===== src/bfop_pkg.sv =====
// Shared types, constants and codes of the bounded FIFO with overflow policy.
package bfop_pkg;

    localparam int DEPTH = 16;
    localparam int DATA_W = 32;
    localparam int CNT_W = $clog2(DEPTH + 1);
    localparam int IDX_W = $clog2(DEPTH);
    localparam int EVT_W = 32;
    localparam int CFG_IDX_W = 2;
    localparam int CFG_DATA_W = 5;

    typedef enum logic [1:0] {
        REQ_PUSH  = 2'd0,
        REQ_POP   = 2'd1,
        REQ_CLEAR = 2'd2,
        REQ_CLOSE = 2'd3
    } req_t;

    typedef enum logic [2:0] {
        ST_ACCEPTED      = 3'd0,
        ST_ACCEPTED_DROP = 3'd1,
        ST_REJ_FULL      = 3'd2,
        ST_REJ_CLOSED    = 3'd3,
        ST_POPPED        = 3'd4,
        ST_POP_EMPTY     = 3'd5,
        ST_DONE          = 3'd6
    } status_t;

    localparam logic [CFG_IDX_W-1:0] CFG_QUEUE_LIMIT   = 2'd0;
    localparam logic [CFG_IDX_W-1:0] CFG_OVERFLOW_MODE = 2'd1;

    typedef struct packed {
        req_t              req_type;
        logic [DATA_W-1:0] frame_data;
    } in_item_t;

    typedef struct packed {
        status_t          status;
        logic [DATA_W-1:0] pop_data;
        logic [CNT_W-1:0]  occupancy;
        logic              is_closed;
        logic [EVT_W-1:0]  accepted_count;
        logic [EVT_W-1:0]  dropped_count;
        logic [EVT_W-1:0]  full_reject_count;
        logic [EVT_W-1:0]  closed_reject_count;
    } out_item_t;

    typedef struct packed {
        logic             shift;
        logic             write;
        logic [IDX_W-1:0] wr_idx;
    } cell_ctl_t;

endpackage


===== src/bfop_cell.sv =====
// One storage cell of the FIFO chain: loads the new word, takes its neighbor's word or holds its own.
module bfop_cell
    import bfop_pkg::*;
(
    input  logic              clk,
    input  cell_ctl_t         ctl,
    input  logic [IDX_W-1:0]  cell_idx,
    input  logic [DATA_W-1:0] frame_data,
    input  logic [DATA_W-1:0] right_data,
    output logic [DATA_W-1:0] data
);

    logic [DATA_W-1:0] data_reg;
    logic [DATA_W-1:0] data_next;

    always_comb
    begin
        data_next = data_reg;
        if (ctl.write && (ctl.wr_idx == cell_idx))
        begin
            data_next = frame_data;
        end
        else if (ctl.shift)
        begin
            data_next = right_data;
        end
    end

    always_ff @(posedge clk)
    begin
        data_reg <= data_next;
    end

    assign data = data_reg;

endmodule


===== src/bfop_ctrl.sv =====
// Occupancy, closed flag, event counters, registers and result of each item.
module bfop_ctrl
    import bfop_pkg::*;
(
    input  logic                  clk,
    input  logic                  rst_n,
    input  logic                  fire,
    input  in_item_t              item,
    input  logic [DATA_W-1:0]     head_data,
    input  logic                  cfg_we,
    input  logic [CFG_IDX_W-1:0]  cfg_index,
    input  logic [CFG_DATA_W-1:0] cfg_data,
    output cell_ctl_t             ctl,
    output out_item_t             result
);

    logic [CNT_W-1:0] count_reg, count_next;
    logic             closed_reg, closed_next;
    logic [EVT_W-1:0] acc_reg, acc_next;
    logic [EVT_W-1:0] drop_reg, drop_next;
    logic [EVT_W-1:0] full_reg, full_next;
    logic [EVT_W-1:0] crej_reg, crej_next;
    logic [CNT_W-1:0] limit_reg;
    logic             mode_reg;
    logic [CNT_W-1:0] eff_limit;
    logic             is_full;
    status_t          status;
    logic [DATA_W-1:0] pop_data;

    always_comb
    begin
        if (limit_reg == '0)
        begin
            eff_limit = CNT_W'(1);
        end
        else if (limit_reg > CNT_W'(DEPTH))
        begin
            eff_limit = CNT_W'(DEPTH);
        end
        else
        begin
            eff_limit = limit_reg;
        end
    end

    assign is_full = (count_reg >= eff_limit);

    always_comb
    begin
        count_next  = count_reg;
        closed_next = closed_reg;
        acc_next    = acc_reg;
        drop_next   = drop_reg;
        full_next   = full_reg;
        crej_next   = crej_reg;
        status      = ST_DONE;
        pop_data    = '0;
        ctl         = '0;
        case (item.req_type)
            REQ_PUSH:
            begin
                if (closed_reg)
                begin
                    status = ST_REJ_CLOSED;
                    if (crej_reg != '1)
                    begin
                        crej_next = crej_reg + EVT_W'(1);
                    end
                end
                else if (is_full && !mode_reg)
                begin
                    status = ST_REJ_FULL;
                    if (full_reg != '1)
                    begin
                        full_next = full_reg + EVT_W'(1);
                    end
                end
                else
                begin
                    ctl.write = 1'b1;
                    if (acc_reg != '1)
                    begin
                        acc_next = acc_reg + EVT_W'(1);
                    end
                    if (is_full)
                    begin
                        status     = ST_ACCEPTED_DROP;
                        ctl.shift  = 1'b1;
                        ctl.wr_idx = IDX_W'(count_reg - CNT_W'(1));
                        if (drop_reg != '1)
                        begin
                            drop_next = drop_reg + EVT_W'(1);
                        end
                    end
                    else
                    begin
                        status     = ST_ACCEPTED;
                        ctl.wr_idx = IDX_W'(count_reg);
                        count_next = count_reg + CNT_W'(1);
                    end
                end
            end
            REQ_POP:
            begin
                if (count_reg == '0)
                begin
                    status = ST_POP_EMPTY;
                end
                else
                begin
                    status     = ST_POPPED;
                    pop_data   = head_data;
                    ctl.shift  = 1'b1;
                    count_next = count_reg - CNT_W'(1);
                end
            end
            REQ_CLEAR:
            begin
                count_next = '0;
            end
            default:
            begin
                closed_next = 1'b1;
            end
        endcase
        if (!fire)
        begin
            ctl = '0;
        end
    end

    assign result.status              = status;
    assign result.pop_data            = pop_data;
    assign result.occupancy           = count_next;
    assign result.is_closed           = closed_next;
    assign result.accepted_count      = acc_next;
    assign result.dropped_count       = drop_next;
    assign result.full_reject_count   = full_next;
    assign result.closed_reject_count = crej_next;

    always_ff @(posedge clk or negedge rst_n)
    begin
        if (!rst_n)
        begin
            count_reg  <= '0;
            closed_reg <= 1'b0;
            acc_reg    <= '0;
            drop_reg   <= '0;
            full_reg   <= '0;
            crej_reg   <= '0;
        end
        else if (fire)
        begin
            count_reg  <= count_next;
            closed_reg <= closed_next;
            acc_reg    <= acc_next;
            drop_reg   <= drop_next;
            full_reg   <= full_next;
            crej_reg   <= crej_next;
        end
    end

    always_ff @(posedge clk or negedge rst_n)
    begin
        if (!rst_n)
        begin
            limit_reg <= CNT_W'(DEPTH);
            mode_reg  <= 1'b0;
        end
        else if (cfg_we)
        begin
            if (cfg_index == CFG_QUEUE_LIMIT)
            begin
                limit_reg <= CNT_W'(cfg_data);
            end
            else if (cfg_index == CFG_OVERFLOW_MODE)
            begin
                mode_reg <= cfg_data[0];
            end
        end
    end

endmodule


===== src/bounded_fifo_overflow_policy.sv =====
// Top level of the bounded FIFO with programmable limit and overflow policy.
//
//   Channel  Signals                                 Direction
//   in       in_valid, in_stall, in_item             request items in
//   out      out_valid, out_stall, out_item          result items out
//   cfg      cfg_valid, cfg_ready, cfg_index, cfg_data  register writes in
//
// Every item is handled when it is accepted and its result appears in the output
// register in the next cycle; one item per cycle is sustained while out_stall is low.
// The storage is a chain of cells with the oldest word in the first cell.
// The input stalls only while a result waits in the output register and out_stall is high.
// Reset clears occupancy, the closed flag, the counters and the overflow mode, and sets the limit to DEPTH.
module bounded_fifo_overflow_policy
    import bfop_pkg::*;
(
    input  logic                  clk,
    input  logic                  rst_n,
    input  logic                  in_valid,
    output logic                  in_stall,
    input  in_item_t              in_item,
    output logic                  out_valid,
    input  logic                  out_stall,
    output out_item_t             out_item,
    input  logic                  cfg_valid,
    output logic                  cfg_ready,
    input  logic [CFG_IDX_W-1:0]  cfg_index,
    input  logic [CFG_DATA_W-1:0] cfg_data
);

    logic              fire;
    cell_ctl_t         ctl;
    out_item_t         result;
    logic [DATA_W-1:0] cell_data [DEPTH];
    logic              out_valid_reg, out_valid_next;
    out_item_t         out_item_reg;

    assign cfg_ready = 1'b1;
    assign in_stall  = out_valid_reg && out_stall;
    assign fire      = in_valid && !in_stall;

    bfop_ctrl u_ctrl (
        .clk       (clk),
        .rst_n     (rst_n),
        .fire      (fire),
        .item      (in_item),
        .head_data (cell_data[0]),
        .cfg_we    (cfg_valid && cfg_ready),
        .cfg_index (cfg_index),
        .cfg_data  (cfg_data),
        .ctl       (ctl),
        .result    (result)
    );

    for (genvar i = 0; i < DEPTH; i++)
    begin : g_cell
        logic [DATA_W-1:0] right_data;
        if (i == DEPTH - 1)
        begin : g_last
            assign right_data = cell_data[i];
        end
        else
        begin : g_mid
            assign right_data = cell_data[i + 1];
        end
        bfop_cell u_cell (
            .clk        (clk),
            .ctl        (ctl),
            .cell_idx   (IDX_W'(i)),
            .frame_data (in_item.frame_data),
            .right_data (right_data),
            .data       (cell_data[i])
        );
    end

    assign out_valid_next = fire || (out_valid_reg && out_stall);

    always_ff @(posedge clk or negedge rst_n)
    begin
        if (!rst_n)
        begin
            out_valid_reg <= 1'b0;
        end
        else
        begin
            out_valid_reg <= out_valid_next;
        end
    end

    always_ff @(posedge clk)
    begin
        if (fire)
        begin
            out_item_reg <= result;
        end
    end

    assign out_valid = out_valid_reg;
    assign out_item  = out_item_reg;

endmodule


===== config.mk =====
export PLATFORM = sky130hd
export DESIGN_NAME = bounded_fifo_overflow_policy
export DESIGN_NICKNAME = d
export VERILOG_FILES = /design/src/bfop_pkg.sv /design/src/bfop_cell.sv /design/src/bfop_ctrl.sv /design/src/bounded_fifo_overflow_policy.sv
export SDC_FILE = /design/constraint.sdc
export NUM_CORES = 1
export LEC_CHECK = 0
export ABC_AREA = 1
export BUFFER_PORTS_ARGS = -buffer_cell sky130_fd_sc_hd__buf_2
export CORE_MARGIN = 8
export CORE_UTILIZATION = 61
export CTS_CLUSTER_SIZE = 8
export DETAILED_ROUTE_END_ITERATION = 10
export PLACE_DENSITY = 0.89
export SLEW_MARGIN = 20
export SYNTH_ARGS = -nofsm -noshare
export SYNTH_HDL_FRONTEND = slang
export SYNTH_SLANG_ARGS = --single-unit

===== constraint.sdc =====
create_clock -name clk -period 9.1 [get_ports clk]
set_input_delay 0.91 -clock clk [delete_from_list [all_inputs] [get_ports clk]]
set_output_delay 0.91 -clock clk [all_outputs]
set_load 0.005 [all_outputs]

==> reports/results.txt, run 1 <==
Status = finished clean
DP Worst Slack = 3.49 ns
Slew Limit Fails = 0
Compound-Gate Fraction of Synth Area = 1.61%
Routed WL per cell = 19.5 um
Grt met2 use = 46.8%
Total number of vias = 29,400
Max clock buf depth = 3
Synth Instances = 4,056
Io pins = 218
Critical-path cell list = inv_1 -> ha_1 -> a21oi_1 -> nand3_2 -> nand2_1 -> nand2_2 -> nor2_1 -> nand2_1 -> inv_2 -> buf_4 -> nand2_1 -> nand2_1 -> buf_4
Core Area = 0.0614 mm2
Yosys warnings = 0
Most common flop cell mapped by yosys = edfxtp_1
Crit-path max FO = 68
Leak = 18.5 nW
Hpwl dp = 62,900 um
Largest family of logic cells by synthesized area = simple AND/OR/NAND/NOR gates
Final setup skew = 0.0353 ns
Post-CTS setup buffer count = 0
Post-synth cell types = 39
Post-route ant nets = 0
Via-to-Cell Ratio = 5.78
Critical Path Source Type = flop
Top cell by count, worst path = nand2_1
Critical path's largest stage delay = 0.83 ns
Syn_nets = 4,113
Final hold vios = 0
GRT Max-Usage Layer = met2
RSZ-0062 raised after global routing = no
Hold Crit Class = input pin to async pin
Die Y = 264 um
GRT met3 Usage = 4.44%
Max Cap Violations = 0
CTS Root Cell = clkbuf_16
Worst R2R Setup Slack = 3.62 ns
Reg2reg end = g_cell[9].u_cell.data[2]$_DFFE_PP_
Synth async-reset ratio = 17.2%
Drt total wl = 98,900 um
First-pass GRT wire length = 151,000 um
Gr ovfl total = 0
R2R depth = 13
Nets@finish = 4,285
Initial Util = 61.3%
Layout cells sized above 1 = 10.2%
Mean Syn Cell Area = 9.28 um2
FP Rows = 91
Drt pass-1 iters = 8
Reg2Reg Launch Point = u_ctrl.limit_reg[4]$_DFFE_PN1P_
Worst VDD drop = 0.000205 V
CTS buffer count = 113
Required time worst endpoint = 9.43 ns
Initial antenna violation count = 1
Area delta synth->final = 12.6%
Share of the synthesized area in the top cell type = 54.3%
Slowest-stage cell, CP = nand2_1
Multiplexer share of the synthesized area = 0.0898%
WP data arrival = 5.81 ns
Clk sink count = 822
Period minus WS final = 5.48 ns
Clk_lat worst skew = 0.68 ns
Post-Syn Area = 0.0376 mm2
Dominant cell type by area after synthesis = edfxtp_1
Number of synthesized flops with an enable pin = 681
Post-Synth Adder-Cell Area = 0.366%
Hold_buf cts = 0
Simple-gate share of the synthesized area = 28.5%
PD cells = 223 mW/mm2
Endpoint class of the critical path = flop
Reg clk slew, reported paths = 0.05 ns
Final period utilization = 60.2%
Drt first-iter violations = 3,883
Vias in the first global route = 27,900
Total global-route track usage = 27.3%
Final setup viols = 0
RePlAce Congestion = 0.921
WS Path Type = flop to flop
CTS tree = done
Drt drc = 0
Setup TNS = 0 ns
Die ar. = 0.0699 mm2
PostCTS Resize Cnt = 0
Max H-tree Level = 3
Top post-synthesis cells by area = edfxtp_1, nand2_1, dfrtp_1, nand3_1, inv_1
Max reg flops = 512
# fillers = 4,123
Fin worst setup slack = 3.62 ns
Seq cells post-synth = 822
Met1 GRT Util = 33.5%
Share of the yosys chip area belonging to registers = 63.7%
Slew headroom = 29.4%
XOR/XNOR share of the synthesized area = 0.721%
Max frequency = 183 MHz
Port bufs = 216
Worst-Margin Slew = 1.06 ns
Die X = 264 um
Pin count of the biggest net entering global routing = 204
## cell families (layout without fill, tap and decap cells)
logic type / count (synthesis) / count (layout)
simple gates: 2613 / 2613
flops: 822 / 822
buf+inv: 458 / 694
compound gates: 117 / 117
xor+xnor: 31 / 31
fa+ha+maj: 11 / 11
mux: 3 / 3
other cells: 1 / 2
## area by class of cell
| cell class | count | area (um2) | share of cell area [%] |
|---|---|---|---|
| Multi-Input combinational cell | 2776 | 11800 | 27.9 |
| Clock buffer | 172 | 3070 | 7.24 |
| Sequential cell | 822 | 24000 | 56.6 |
| Clock inverter | 7 | 163 | 0.384 |
| Timing Repair Buffer | 250 | 1360 | 3.20 |
| Antenna cell | 1 | 2.50 | 0.00590 |
| Inverter | 265 | 996 | 2.35 |
| Tap cell | 790 | 988 | 2.33 |
## metrics by stage
step | util (%) | hold WS, ns | total power (W) | cells | instance area, um2
finish | 69.1 | 0.264 | 0.00945 | 5083 | 42400
detailed placement | 63.8 | 0.495 | 0.00562 | 4903 | 39100
global placement | 63.7 | 0.489 | 0.00558 | 4903 | 39100
global route | 69.1 | 0.339 | 0.00973 | 5082 | 42400
CTS | 69.0 | 0.300 | 0.00945 | 5082 | 42400
floorplan | - | 0.471 | 0.00523 | 4056 | 37600
## worst max path at each step
stage,from,to,slack [ns],cells after the start
5_1_grt,u_ctrl.limit_reg[4]$_DFFE_PN1P_,g_cell[9].u_cell.data[23]$_DFFE_PP_,3.25,13
2_1_floorplan,out_stall,out_item[0]$_DFFE_PP_,2.21,5
4_1_cts,u_ctrl.limit_reg[4]$_DFFE_PN1P_,g_cell[9].u_cell.data[2]$_DFFE_PP_,3.76,13
6_report,u_ctrl.limit_reg[4]$_DFFE_PN1P_,g_cell[9].u_cell.data[2]$_DFFE_PP_,3.62,13
3_5_place_dp,out_stall,g_cell[9].u_cell.data[23]$_DFFE_PP_,3.49,15
3_3_place_gp,out_stall,g_cell[9].u_cell.data[2]$_DFFE_PP_,3.60,15
## power by group
group	internal (W)	switching, W	total (W)
clock	0.00232	0.00154	0.00386
sequential	0.00448	0.000187	0.00467
combinational	0.000258	0.000657	0.000915
total	0.00706	0.00239	0.00945
## layer usage
layer  part of all wire [%]  vias to the layer above
li1                       -                    13600
met2                     50                     1834
met3                     10                      326
met1                     36                    13700
met5                 0.0091                        -
met4                    4.7                        2
## cells in the final DEF (no fill, tap or decap), drive strengths merged
| cell | netlist | layout |
|---|---|---|
| diode | 0 | 1 |
| xnor2 | 7 | 7 |
| a21o | 1 | 1 |
| buf | 110 | 250 |
| clkbuf | 83 | 172 |
| nand3 | 386 | 386 |
| o221ai | 1 | 1 |
| ha | 11 | 11 |
| o21bai | 2 | 2 |
| bufinv | 0 | 1 |
| inv | 263 | 265 |
| or2 | 3 | 3 |
| nand2 | 1894 | 1894 |
| a31oi | 2 | 2 |
| nor2 | 201 | 201 |
| xor2 | 24 | 24 |
| conb | 1 | 1 |
| a21oi | 7 | 7 |
| nand3b | 12 | 12 |
| o22ai | 1 | 1 |
| o211ai | 1 | 1 |
| edfxtp | 681 | 681 |
| mux2 | 3 | 3 |
| and2 | 34 | 34 |
| nand4 | 48 | 48 |
| nor4 | 4 | 4 |
| nor3 | 31 | 31 |
| dfrtp | 140 | 140 |
| clkinv | 2 | 6 |
| dfstp | 1 | 1 |
| o21ai | 102 | 102 |
## worst max-delay path: cells and delay by family (launching register included)
| kind | cells | cell delay (ns) |
|---|---|---|
| simple gates | 7 | 2.89 |
| buf+inv | 4 | 1.14 |
| compound gates | 1 | 0.21 |
| fa+ha+maj | 1 | 0.34 |
| flops | 1 | 0.52 |
## cells in the mapped netlist (all sizes together) (3+ instances only)
library cell / number
or2: 3
nand4: 48
nor3: 31
nand3: 386
o21ai: 102
and2: 34
ha: 11
nor2: 201
a21oi: 7
dfrtp: 140
mux2: 3
inv: 263
nand2: 1894
xnor2: 7
nor4: 4
xor2: 24
edfxtp: 681
buf: 110
nand3b: 12
clkbuf: 83
(Power assumes the default switching activity.)
==> inputs of run 2 (changes only) <==
==> constraint.sdc (replaced) <==
create_clock -name clk -period 5.2 [get_ports clk]
set_input_delay 0.52 -clock clk [delete_from_list [all_inputs] [get_ports clk]]
set_output_delay 0.52 -clock clk [all_outputs]
set_load 0.005 [all_outputs]
==> reports/results.txt, run 2 (synthesis results as in run 1) <==
Leak = 18.6 nW
Max clock buf depth = 3
Crit-path leading delay family = simple AND/OR/NAND/NOR gates
First-pass GRT wire length = 141,000 um
Status = finished clean
Vias in the first global route = 27,700
Placed cell area = 0.0393 mm2
Final period utilization = 83.6%
Total number of vias = 28,600
Post-CTS setup buffer count = 0
Drt first-iter violations = 2,956
Nets@finish = 4,305
WS Path Type = flop to flop
Layout cells sized above 1 = 10.5%
Max reg flops = 512
Gr ovfl total = 0
Required time worst endpoint = 5.55 ns
RSZ-0062 raised after global routing = no
Top cell by count, worst path = nand2_1
Crit-path max FO = 42
Max Cap Violations = 0
Total chip power = 0.0165 W
Slowest-stage cell, CP = inv_2
Worst-Margin Slew = 1.06 ns
Critical Path Source Type = flop
Final hold vios = 0
Commonest non-fill, non-tap cell in the layout = nand2_1
Via-to-Cell Ratio = 5.61
Fin worst setup slack = 0.851 ns
Slew Limit Fails = 0
DP Worst Slack = 0.945 ns
Clk sink count = 822
PostCTS Resize Cnt = 0
Hold_buf cts = 1
Hpwl dp = 58,700 um
Hold Crit Class = input pin to flop
Die Y = 264 um
Endpoint class of the critical path = flop
Commonest non-fill, non-tap cells in the layout = nand2_1, edfxtp_1, nand3_1
Core Area = 0.0614 mm2
Final setup viols = 0
Max frequency = 230 MHz
Die ar. = 0.0699 mm2
PD cells = 387 mW/mm2
WP buf/inv = 4
Drt total wl = 88,000 um
Pin count of the biggest net entering global routing = 201
CTS Root Cell = clkbuf_16
Slew headroom = 29.2%
FP Rows = 91
Initial Util = 61.3%
Period minus WS final = 4.35 ns
Final setup skew = 0.0401 ns
Io pins = 218
WP data arrival = 4.70 ns
Die X = 264 um
Worst VDD drop = 0.000371 V
RePlAce Congestion = 0.937
CTS buffer count = 113
Setup TNS = 0 ns
Total global-route track usage = 24.5%
Reg clk slew, reported paths = 0.05 ns
Routed WL per cell = 17.2 um
Initial antenna violation count = 2
Port bufs = 216
Post-route ant nets = 0
Critical path's largest stage delay = 0.57 ns
Area delta synth->final = 13.1%
Critical-path cell list = inv_1 -> ha_1 -> a21oi_1 -> nand3_2 -> nand2_1 -> nand2_2 -> nor2_2 -> nand2_2 -> inv_2 -> nand2_1 -> buf_4 -> nand2_1 -> buf_4
Final Cell Area = 0.0426 mm2
Drt drc = 0
Max H-tree Level = 3
CTS tree = done
Clk_lat worst skew = 0.69 ns
Drt pass-1 iters = 6
run 2: cell count changes in the layout (fill, tap and decap cells not counted), moves of 2 or more:
cell | before | now
clkbuf_1 | 57 | 52
buf_4 | 33 | 52
clkinv_16 | 2 | 4
nand2_2 | 14 | 9
clkinv_8 | 2 | 0
nor2_4 | 14 | 12
nor2_2 | 8 | 10
nand2_1 | 1880 | 1885
diode_2 | 1 | 3
run 2: final timing paths:
kind,from,end,slack [ns],depth (start not counted)
min,in_valid,out_valid$_DFF_PN0_,0.04,3
max in group asynchronous,rst_n,u_ctrl.acc_reg[4]$_DFFE_PN0P_,3.73,3
min in group asynchronous,rst_n,u_ctrl.full_reg[27]$_DFFE_PN0P_,0.37,2
max,u_ctrl.limit_reg[4]$_DFFE_PN1P_,g_cell[5].u_cell.data[19]$_DFFE_PP_,0.85,13
max reg2reg,u_ctrl.limit_reg[4]$_DFFE_PN1P_,g_cell[5].u_cell.data[19]$_DFFE_PP_,0.85,13
min reg2reg,g_cell[1].u_cell.data[22]$_DFFE_PP_,g_cell[0].u_cell.data[22]$_DFFE_PP_,0.49,2
run 2: power breakdown:
part | switching (W) | internal [W] | leakage [nW] | total (W)
Clock | 0.00270 | 0.00409 | 1.56 | 0.00679
Combinational | 0.00108 | 0.000457 | 8.85 | 0.00154
Sequential | 0.000311 | 0.00784 | 8.18 | 0.00815
Total | 0.00410 | 0.0124 | 18.6 | 0.0165
run 2: stage by stage:
| stage | hold WS [ns] | cells | util [%] |
|---|---|---|---|
| finish | 0.0377 | 5101 | 69.3 |
| global route | 0.0477 | 5099 | 69.3 |
| global placement | 0.488 | 4922 | 64.0 |
| CTS | 0.0150 | 5098 | 69.3 |
| detailed placement | 0.495 | 4922 | 64.0 |
| floorplan | 0.224 | 4056 | - |
run 2: cell type report:
class	count	area (um2)
flip-flops and latches	822	24000
repair buffers	270	1510
clock buffers	166	3040
inverters	265	996
well taps	790	988
diodes	3	7.51
multi-input cells	2776	11800
clock inverters	9	229
fillers	4094	18800
run 2: worst register-to-register path: stages, from the launching register on:
cell     delay [ns]
dfstp_2        0.52
inv_1          0.08
ha_1           0.34
a21oi_1        0.22
nand3_2        0.28
nand2_1        0.31
nand2_2        0.13
nor2_2         0.27
nand2_2        0.17
inv_2          0.57
nand2_1        0.12
buf_4          0.26
nand2_1        0.36
buf_4          0.39
run 2: layer usage:
layer	wire length (um)	share of wire, %	track usage (%)
met1	33600	38	31.1
met2	44300	50	42.8
met4	2290	2.6	7.73
met5	0	0	0
met3	7790	8.9	4.23
